## src/sv/pwm_tone_divider_solver_assert.svh

```systemverilog
// Assertion macros used by the tone divider solver top level.
`ifndef PWM_TONE_DIVIDER_SOLVER_ASSERT_SVH
`define PWM_TONE_DIVIDER_SOLVER_ASSERT_SVH

// Same-cycle implication, checked out of reset.
`define PTD_ASSERT_IMPL(lbl, clk, rst_n, ante, cons, msg) \
  lbl: assert property (@(posedge clk) disable iff (!rst_n) (ante) |-> (cons)) \
    else $error(msg);

// Next-cycle implication, checked out of reset.
`define PTD_ASSERT_NEXT(lbl, clk, rst_n, ante, cons, msg) \
  lbl: assert property (@(posedge clk) disable iff (!rst_n) (ante) |=> (cons)) \
    else $error(msg);

`endif

```

## src/sv/ptd_pkg.sv

```systemverilog
// Package: widths, codes, constants and control types of the tone divider solver.
package ptd_pkg;

  localparam int CLK_W       = 28;
  localparam int TONE_W      = 16;
  localparam int DIV_W       = 12;
  localparam int WRAP_W      = 16;
  localparam int LVL_W       = 15;
  localparam int ST_W        = 2;
  localparam int Q_W         = 32;
  localparam int CNT_W       = 5;
  localparam int CFG_IDX_W   = 2;
  localparam int CFG_W       = 28;
  localparam int IN_TDATA_W  = 16;
  localparam int OUT_TDATA_W = 64;
  localparam int OUT_USED_W  = DIV_W + WRAP_W + LVL_W + TONE_W;

  localparam int unsigned WRAP_LIMIT_DEF = 65534;

  // configuration register indexes
  localparam logic [CFG_IDX_W-1:0] CFG_SRC_CLK  = 2'd0;
  localparam logic [CFG_IDX_W-1:0] CFG_MIN_TONE = 2'd1;
  localparam logic [CFG_IDX_W-1:0] CFG_MAX_TONE = 2'd2;

  localparam logic [CLK_W-1:0]  SRC_CLK_RST  = 28'd125000000;
  localparam logic [TONE_W-1:0] MIN_TONE_RST = 16'd20;
  localparam logic [TONE_W-1:0] MAX_TONE_RST = 16'd20000;

  localparam logic [DIV_W-1:0]  DIV_RST  = 12'd16;
  localparam logic [WRAP_W-1:0] WRAP_RST = 16'hFFFF;
  localparam logic [LVL_W-1:0]  HALF_LEVEL = 15'h7FFF;

  // status codes
  localparam logic [ST_W-1:0] ST_OK   = 2'd0;
  localparam logic [ST_W-1:0] ST_HIGH = 2'd1;
  localparam logic [ST_W-1:0] ST_LOW  = 2'd2;

  // modular inverses mod 2^32 and exact-divisibility bounds
  localparam logic [Q_W-1:0] INV5 = 32'hCCCCCCCD;
  localparam logic [Q_W-1:0] MAX5 = 32'h33333333;
  localparam logic [Q_W-1:0] INV3 = 32'hAAAAAAAB;
  localparam logic [Q_W-1:0] MAX3 = 32'h55555555;

  typedef struct packed {
    logic load;
    logic div_step;
    logic mul_en;
    logic mul_sel3;
    logic apply_q;
    logic apply2;
    logic finish;
  } ptd_cmd_t;

  typedef struct packed {
    logic fac_ok;
    logic two_ok;
    logic out_block;
  } ptd_sts_t;

endpackage

```

## src/sv/pwm_tone_divider_solver.sv

```systemverilog
// Sequence: after the input beat, 32 divide steps, up to 15 factor moves, a final check
//   of the factors and a commit into the result register.
// Throughput: one command at a time; the next beat is taken the cycle after the commit,
//   and the commit waits while an earlier result waits on m_axis_tready.
// Reset (async, active low): config returns to 125 MHz / 20 Hz / 20000 Hz,
//   divider 16, wrap 65535, level 0, tone 0, no result pending.
`include "pwm_tone_divider_solver_assert.svh"

module pwm_tone_divider_solver #(
  parameter int unsigned WRAP_LIMIT = ptd_pkg::WRAP_LIMIT_DEF
) (
  input  logic                            clk_i,
  input  logic                            rst_ni,
  // configuration write port
  input  logic                            cfg_we_i,
  input  logic [ptd_pkg::CFG_IDX_W-1:0]   cfg_idx_i,
  input  logic [ptd_pkg::CFG_W-1:0]       cfg_wdata_i,
  // command stream
  input  logic                            s_axis_tvalid,
  output logic                            s_axis_tready,
  input  logic [ptd_pkg::IN_TDATA_W-1:0]  s_axis_tdata,  // [15:0] tone_hz
  input  logic                            s_axis_tuser,  // [0] cmd (1 = mute)
  // result stream
  output logic                            m_axis_tvalid,
  input  logic                            m_axis_tready,
  output logic [ptd_pkg::OUT_TDATA_W-1:0] m_axis_tdata,  // [11:0] clock_divider,
                                                         // [27:12] wrap_value,
                                                         // [42:28] duty_level,
                                                         // [58:43] current_tone_hz
  output logic [ptd_pkg::ST_W-1:0]        m_axis_tuser   // [1:0] status
);
  import ptd_pkg::*;

  ptd_cmd_t          cmd;
  ptd_sts_t          sts;
  logic [DIV_W-1:0]  out_div;
  logic [WRAP_W-1:0] out_wrap;
  logic [LVL_W-1:0]  out_level;
  logic [TONE_W-1:0] out_tone;

  // FSM: accepts a beat only when idle; the result register parts the output side
  ptd_ctrl u_ctrl (
    .clk_i      (clk_i),
    .rst_ni     (rst_ni),
    .in_valid_i (s_axis_tvalid),
    .in_ready_o (s_axis_tready),
    .sts_i      (sts),
    .cmd_o      (cmd)
  );

  // divider, factoring and the programmed PWM registers
  ptd_datapath #(
    .WRAP_LIMIT (WRAP_LIMIT)
  ) u_dp (
    .clk_i        (clk_i),
    .rst_ni       (rst_ni),
    .cfg_we_i     (cfg_we_i),
    .cfg_idx_i    (cfg_idx_i),
    .cfg_wdata_i  (cfg_wdata_i),
    .in_mute_i    (s_axis_tuser),
    .in_tone_i    (s_axis_tdata),
    .cmd_i        (cmd),
    .sts_o        (sts),
    .out_ready_i  (m_axis_tready),
    .out_valid_o  (m_axis_tvalid),
    .out_div_o    (out_div),
    .out_wrap_o   (out_wrap),
    .out_level_o  (out_level),
    .out_status_o (m_axis_tuser),
    .out_tone_o   (out_tone)
  );

  assign m_axis_tdata = {{(OUT_TDATA_W-OUT_USED_W){1'b0}},
                         out_tone, out_level, out_wrap, out_div};

  // programmed divider never leaves the legal 8.4 range
  `PTD_ASSERT_IMPL(a_div_range, clk_i, rst_ni, m_axis_tvalid,
                   out_div >= DIV_W'(16), "clock divider below 16")
  // once a command is taken, no second one until it finishes
  `PTD_ASSERT_NEXT(a_one_at_a_time, clk_i, rst_ni, s_axis_tvalid && s_axis_tready,
                   !s_axis_tready, "input accepted while busy")
  // duty level is either off or half scale
  `PTD_ASSERT_IMPL(a_level_code, clk_i, rst_ni, m_axis_tvalid,
                   (out_level == '0) || (out_level == HALF_LEVEL), "bad duty level")

endmodule

```

## src/sv/ptd_ctrl.sv

```systemverilog
// Controller: sequences the serial divide, the factoring loop and the commit.
module ptd_ctrl (
  input  logic              clk_i,
  input  logic              rst_ni,
  input  logic              in_valid_i,
  output logic              in_ready_o,
  input  ptd_pkg::ptd_sts_t sts_i,
  output ptd_pkg::ptd_cmd_t cmd_o
);
  import ptd_pkg::*;

  typedef enum logic [2:0] {
    S_IDLE, S_DIV, S_MUL5, S_CHK5, S_MUL3, S_CHK3, S_CHK2, S_FIN
  } state_e;

  state_e            state_q, state_d;
  logic [CNT_W-1:0]  cnt_q, cnt_d;

  always_comb begin
    state_d = state_q;
    cnt_d   = cnt_q;
    cmd_o   = '0;
    case (state_q)
      S_IDLE: begin
        cmd_o.load = in_valid_i;
        cnt_d      = '0;
        if (in_valid_i) state_d = S_DIV;
      end
      S_DIV: begin
        cmd_o.div_step = 1'b1;
        cnt_d          = cnt_q + 1'b1;
        if (&cnt_q) state_d = S_MUL5;
      end
      S_MUL5: begin
        cmd_o.mul_en = 1'b1;
        state_d      = S_CHK5;
      end
      S_CHK5: begin
        if (sts_i.fac_ok) begin
          cmd_o.apply_q = 1'b1;
          state_d       = S_MUL5;
        end else begin
          state_d = S_MUL3;
        end
      end
      S_MUL3: begin
        cmd_o.mul_en   = 1'b1;
        cmd_o.mul_sel3 = 1'b1;
        state_d        = S_CHK3;
      end
      S_CHK3: begin
        if (sts_i.fac_ok) begin
          cmd_o.apply_q = 1'b1;
          state_d       = S_MUL5;
        end else begin
          state_d = S_CHK2;
        end
      end
      S_CHK2: begin
        if (sts_i.two_ok) begin
          cmd_o.apply2 = 1'b1;
          state_d      = S_MUL5;
        end else begin
          state_d = S_FIN;
        end
      end
      S_FIN: begin
        if (!sts_i.out_block) begin
          cmd_o.finish = 1'b1;
          state_d      = S_IDLE;
        end
      end
      default: state_d = S_IDLE;
    endcase
  end

  assign in_ready_o = (state_q == S_IDLE);

  always_ff @(posedge clk_i or negedge rst_ni) begin
    if (!rst_ni) begin
      state_q <= S_IDLE;
      cnt_q   <= '0;
    end else begin
      state_q <= state_d;
      cnt_q   <= cnt_d;
    end
  end

endmodule

```

## src/sv/ptd_datapath.sv

```systemverilog
// Datapath: config registers, restoring divider, factor unit and PWM state.
module ptd_datapath #(
  parameter int unsigned WRAP_LIMIT = ptd_pkg::WRAP_LIMIT_DEF
) (
  input  logic                          clk_i,
  input  logic                          rst_ni,
  input  logic                          cfg_we_i,
  input  logic [ptd_pkg::CFG_IDX_W-1:0] cfg_idx_i,
  input  logic [ptd_pkg::CFG_W-1:0]     cfg_wdata_i,
  input  logic                          in_mute_i,
  input  logic [ptd_pkg::TONE_W-1:0]    in_tone_i,
  input  ptd_pkg::ptd_cmd_t             cmd_i,
  output ptd_pkg::ptd_sts_t             sts_o,
  input  logic                          out_ready_i,
  output logic                          out_valid_o,
  output logic [ptd_pkg::DIV_W-1:0]     out_div_o,
  output logic [ptd_pkg::WRAP_W-1:0]    out_wrap_o,
  output logic [ptd_pkg::LVL_W-1:0]     out_level_o,
  output logic [ptd_pkg::ST_W-1:0]      out_status_o,
  output logic [ptd_pkg::TONE_W-1:0]    out_tone_o
);
  import ptd_pkg::*;

  localparam logic [WRAP_W+2:0] LIM = (WRAP_W+3)'(WRAP_LIMIT);

  logic [CLK_W-1:0]  src_clk_q;
  logic [TONE_W-1:0] min_q, max_q;
  logic              mute_q, use_clk_q, sel3_q;
  logic [CLK_W-1:0]  desired_q, rem_q;
  logic [Q_W-1:0]    d_q, q_q;
  logic [WRAP_W-1:0] p_q;
  logic [DIV_W-1:0]  div_q;
  logic [WRAP_W-1:0] wrap_q;
  logic [LVL_W-1:0]  level_q;
  logic [TONE_W-1:0] tone_q;
  logic [ST_W-1:0]   status_q;
  logic              out_valid_q;

  // input clamp and frequency select
  logic [TONE_W-1:0] clamp_hi, clamp;
  logic              use_clk;
  logic [CLK_W-1:0]  des_raw, des_d;

  assign clamp_hi = (in_tone_i < max_q) ? in_tone_i : max_q;
  assign clamp    = (clamp_hi < min_q) ? min_q : clamp_hi;
  assign use_clk  = in_mute_i || (in_tone_i == '0);
  assign des_raw  = use_clk ? src_clk_q : {{(CLK_W-TONE_W){1'b0}}, clamp};
  assign des_d    = (des_raw == '0) ? CLK_W'(1) : des_raw;

  // one restoring divide step per cycle, quotient shifts into d_q
  logic [CLK_W:0] trial, diff;
  logic           ge;
  assign trial = {rem_q, d_q[Q_W-1]};
  assign ge    = (trial >= {1'b0, desired_q});
  assign diff  = trial - {1'b0, desired_q};

  // exact division by 5 or 3 through the inverse mod 2^32
  logic [Q_W-1:0] q_mul;
  assign q_mul = d_q * (cmd_i.mul_sel3 ? INV3 : INV5);

  logic [WRAP_W+2:0] p5, p3, p2;
  assign p5 = {3'b000, p_q} + {1'b0, p_q, 2'b00};
  assign p3 = {3'b000, p_q} + {2'b00, p_q, 1'b0};
  assign p2 = {2'b00, p_q, 1'b0};

  assign sts_o.fac_ok = sel3_q ? ((d_q >= Q_W'(48)) && (q_q <= MAX3) && (p3 <= LIM))
                               : ((d_q >= Q_W'(80)) && (q_q <= MAX5) && (p5 <= LIM));
  assign sts_o.two_ok    = (d_q >= Q_W'(32)) && (p2 <= LIM);
  assign sts_o.out_block = out_valid_q && !out_ready_i;

  logic [ST_W-1:0] st;
  always_comb begin
    if (d_q < Q_W'(16))           st = ST_HIGH;
    else if (|d_q[Q_W-1:DIV_W])   st = ST_LOW;
    else                          st = ST_OK;
  end

  // config and PWM state
  always_ff @(posedge clk_i or negedge rst_ni) begin
    if (!rst_ni) begin
      src_clk_q   <= SRC_CLK_RST;
      min_q       <= MIN_TONE_RST;
      max_q       <= MAX_TONE_RST;
      div_q       <= DIV_RST;
      wrap_q      <= WRAP_RST;
      level_q     <= '0;
      tone_q      <= '0;
      out_valid_q <= 1'b0;
    end else begin
      if (cfg_we_i) begin
        case (cfg_idx_i)
          CFG_SRC_CLK:  src_clk_q <= cfg_wdata_i[CLK_W-1:0];
          CFG_MIN_TONE: min_q     <= cfg_wdata_i[TONE_W-1:0];
          CFG_MAX_TONE: max_q     <= cfg_wdata_i[TONE_W-1:0];
          default: ;
        endcase
      end
      if (cmd_i.finish) begin
        level_q     <= mute_q ? '0 : HALF_LEVEL;
        out_valid_q <= 1'b1;
        if (st == ST_OK) begin
          div_q  <= d_q[DIV_W-1:0];
          wrap_q <= p_q - 1'b1;
          tone_q <= use_clk_q ? '0 : desired_q[TONE_W-1:0];
        end
      end else if (out_ready_i) begin
        out_valid_q <= 1'b0;
      end
    end
  end

  // working registers
  always_ff @(posedge clk_i) begin
    if (cmd_i.load) begin
      mute_q    <= in_mute_i;
      use_clk_q <= use_clk;
      desired_q <= des_d;
      rem_q     <= '0;
      d_q       <= {src_clk_q, 4'b0000};
      p_q       <= WRAP_W'(1);
    end
    if (cmd_i.div_step) begin
      rem_q <= ge ? diff[CLK_W-1:0] : trial[CLK_W-1:0];
      d_q   <= {d_q[Q_W-2:0], ge};
    end
    if (cmd_i.mul_en) begin
      q_q    <= q_mul;
      sel3_q <= cmd_i.mul_sel3;
    end
    if (cmd_i.apply_q) begin
      d_q <= q_q;
      p_q <= sel3_q ? p3[WRAP_W-1:0] : p5[WRAP_W-1:0];
    end
    if (cmd_i.apply2) begin
      d_q <= {1'b0, d_q[Q_W-1:1]};
      p_q <= p2[WRAP_W-1:0];
    end
    if (cmd_i.finish) status_q <= st;
  end

  assign out_valid_o  = out_valid_q;
  assign out_div_o    = div_q;
  assign out_wrap_o   = wrap_q;
  assign out_level_o  = level_q;
  assign out_status_o = status_q;
  assign out_tone_o   = tone_q;

endmodule

```

## config.mk

```make
export PLATFORM = sky130hd
export DESIGN_NAME = pwm_tone_divider_solver
export DESIGN_NICKNAME = d
export VERILOG_FILES = /design/src/sv/ptd_pkg.sv /design/src/sv/pwm_tone_divider_solver.sv /design/src/sv/ptd_ctrl.sv /design/src/sv/ptd_datapath.sv
export VERILOG_INCLUDE_DIRS = /design/src /design/src/sv
export SDC_FILE = /design/constraint.sdc
export NUM_CORES = 1
export LEC_CHECK = 0
export BUFFER_PORTS_ARGS = -buffer_cell sky130_fd_sc_hd__buf_2
export CORE_ASPECT_RATIO = 2
export CORE_UTILIZATION = 64
export DETAILED_ROUTE_END_ITERATION = 12
export PLACE_DENSITY = 0.79
export SETUP_SLACK_MARGIN = 0.05
export SLEW_MARGIN = 20
export SYNTH_ARGS = -nofsm -noshare
export SYNTH_HDL_FRONTEND = slang
export SYNTH_SLANG_ARGS = --single-unit
export TNS_END_PERCENT = 100
```

## constraint.sdc

```tcl
create_clock -name clk_i -period 8.61 [get_ports clk_i]
set_input_delay 0.861 -clock clk_i [delete_from_list [all_inputs] [get_ports clk_i]]
set_output_delay 0.861 -clock clk_i [all_outputs]
set_load 0.05 [all_outputs]
```

==> results_dict.tcl <==
set metrics [dict create \
    status "complete, no violations" \
    core_area_um2 41600 \
    synth_edf_count 139 \
    yosys.area.top_type_share_pct 20.6 \
    tightest_slew_ns 1.17 \
    pin_count 120 \
    tritoncts "yes" \
    dp_hpwl_um 77700 \
    maxSlewViolCount 0 \
    drt_wl_total_um 96200 \
    antenna_found_initial 3 \
    grt_pass1_wl_um 143000 \
    setup_tns_ns 0 \
    cts_sinks 255 \
    finalHoldViolations 0 \
    crit_buf_inv 8 \
    startpoint "u_dp.d_q[5]" \
    clk_pin_slew_ns 0.07 \
    htree_levels 1 \
    wire_per_inst_um 27.8 \
    fin_crit_sh_pct 98.0 \
    post_dp_cell_area_um2 28200 \
    grt_pass1_vias 23527 \
    via_count 21855 \
    yosys_warnings 0 \
    cp.arrival_ns 8.75 \
    cts_buffers 25 \
    yosys-top-cells-area "fa_1 (21%), edfxtp_1 (15%), ha_1 (13%)" \
    fin_util_pct 70.1 \
    nets 3503 \
    synth_top_flop_cell "edfxtp_1" \
    reg2reg_from "u_dp.d_q[5]" \
    fp.dieArea_um2 43000 \
    die_h_um 292 \
    cp_top_family "adder cells" \
    seq_area_frac_synth_pct 26.4 \
    clockRootBuffer "clkbuf_16" \
    gp_congestion 1.18 \
    critPathSlowestCell "edfxtp_1" \
    track_usage_pct 46.6 \
    yosysMostFrequentCell "inv_1" \
    drtAntennaViolNets 0 \
    die_w_um 147 \
    synth_top_area_cell "fa_1" \
    synthTopCellsByCount "inv_1 (579), fa_1 (277), ha_1 (277)" \
    ys_ff_latch 255 \
    crit_fanout 10 \
    max_cap_viol_count 0 \
    fin_crit_ns 8.44 \
    cp_common_cell "inv_1" \
    final_layout_size_suffix_gt1_share_pct 11.3 \
    max_stage_delay_ns 0.82 \
    grt_max_degree 86 \
    synthArstFlopShare_pct 44.7 \
    required_ns 8.92 \
    syn-mean-instance-area_um2 9.71 \
    syn_area_um2 27000 \
    pre_cts_slack_ns 0.265 \
    syn2layout_area_growth_pct 8.26 \
    setup_slack_ns 0.171 \
    rows 106 \
    viasPerCell 6.31 \
    final_cell_area_um2 29200 \
    start_kind "register" \
    gr-total-overflow 0 \
    setup_viol 0 \
    firstDrtPassIters 6 \
    port_buffers 114 \
    path_class "reg -> reg" \
    rsz0062_at_grt "no" \
    clk_latency_ns 0.59 \
    first_iter_violations 1596 \
    hp-class "in -> async" \
    drc 0 \
    clockBufferDepth 3 \
    fmax_mhz 118 \
    synth_cells 2776 \
    worst_clock_skew_ns 0.0245 \
    slew_headroom_pct 21.9 \
    crit_path_end_kind "register" \
    synthDistinctLibCells 78 \
    start_util_pct 64.7 \
]
## per-stage QoR
stage | hold WS, ns | cells
2_1_floorplan | 0.412 | 2809
3_3_place_gp | 0.425 | 3409
3_5_place_dp | 0.451 | 3409
4_1_cts | 0.244 | 3455
5_1_grt | 0.248 | 3457
6_report | 0.214 | 3461
## layer usage
layer	wire length (µm)	vias up	global-route usage, %	share of wire (%)
met5	14	-	0	0.015
met4	13600	2	51.3	14
met3	6660	545	9.47	6.9
met2	48500	1172	81.1	50
met1	27400	10702	42.3	29
li1	-	9434	-	-
## cell usage in the layout (no fill, tap or decap), types with 20 or more instances in the layout
master     instances
nor3_1            22
a221o_1           34
ha_1             277
a21o_1            40
mux2i_1           27
inv_1            578
fa_1             277
buf_2            113
and2_1            21
xor2_1            27
a21oi_1          110
nor4_1            52
nand2_1          224
mux2_2            71
edfxtp_1         139
a22o_1            20
o21ai_0          127
dfrtp_1           77
nor2_1           111
buf_4             42
conb_1            35
o31ai_1           21
clkbuf_16         27
dfstp_2           37
xnor2_1          112
nand3_1           32
## sequential cells by signal (all words and copies together), names as in the netlist, 2 cells and up
name and count:
u_dp.desired_q 28, u_dp.out_tone_o 16, u_dp.out_wrap_o 16, u_dp.min_q 16
u_dp.d_q 32, u_dp.src_clk_q 28, u_dp.out_div_o 12, u_ctrl.cnt_q 5
u_dp.q_q 32, u_dp.p_q 16, u_ctrl.state_q 3, u_dp.out_status_o 2
u_dp.rem_q 28, u_dp.max_q 16
## worst paths after layout
kind	cells past startpoint	slack, ns	endpoint
worst min register to register	1	0.46	u_dp.out_level_o[13]
worst min-delay path	1	0.21	u_dp.min_q[6]
worst max register to register	25	0.17	u_dp.q_q[31]
worst max-delay path	25	0.17	u_dp.q_q[31]
min in group clk_i	1	0.46	u_dp.out_level_o[13]
max in group asynchronous	2	7.20	u_dp.out_level_o[13]
## cells by family after synthesis
group                      Yosys count  share of synthesized area [%]
muxes                               99                           4.02
adders and majority gates          554                           33.4
AOI/OAI and AO/OA                  480                           11.8
xor gates and xnor gates           139                           4.52
and+or+nand+nor                    571                           10.1
DFF                                255                           26.4
other                                2                         0.0279
buffers and inverters              676                           9.73
## final cells by class
| cell class | instances | area (µm²) |
|---|---|---|
| well taps | 540 | 676 |
| fillers | 3220 | 12500 |
| inverters | 581 | 2180 |
| clock inverters | 13 | 158 |
| clock buffers | 33 | 738 |
| flip-flops and latches | 255 | 7110 |
| multi-input cells | 1878 | 17400 |
| repair buffers | 156 | 892 |
| diodes | 5 | 12.5 |
## timing repair
action,4_1_cts,5_1_grt
hold buffers,0,0
setup buffers,0,0
resized for setup,0,2
setup endpoints to repair,0,1
Power is left out: the tool's default activity adds up to more than one toggle a clock period on the data nets, which glitch-free logic cannot reach.
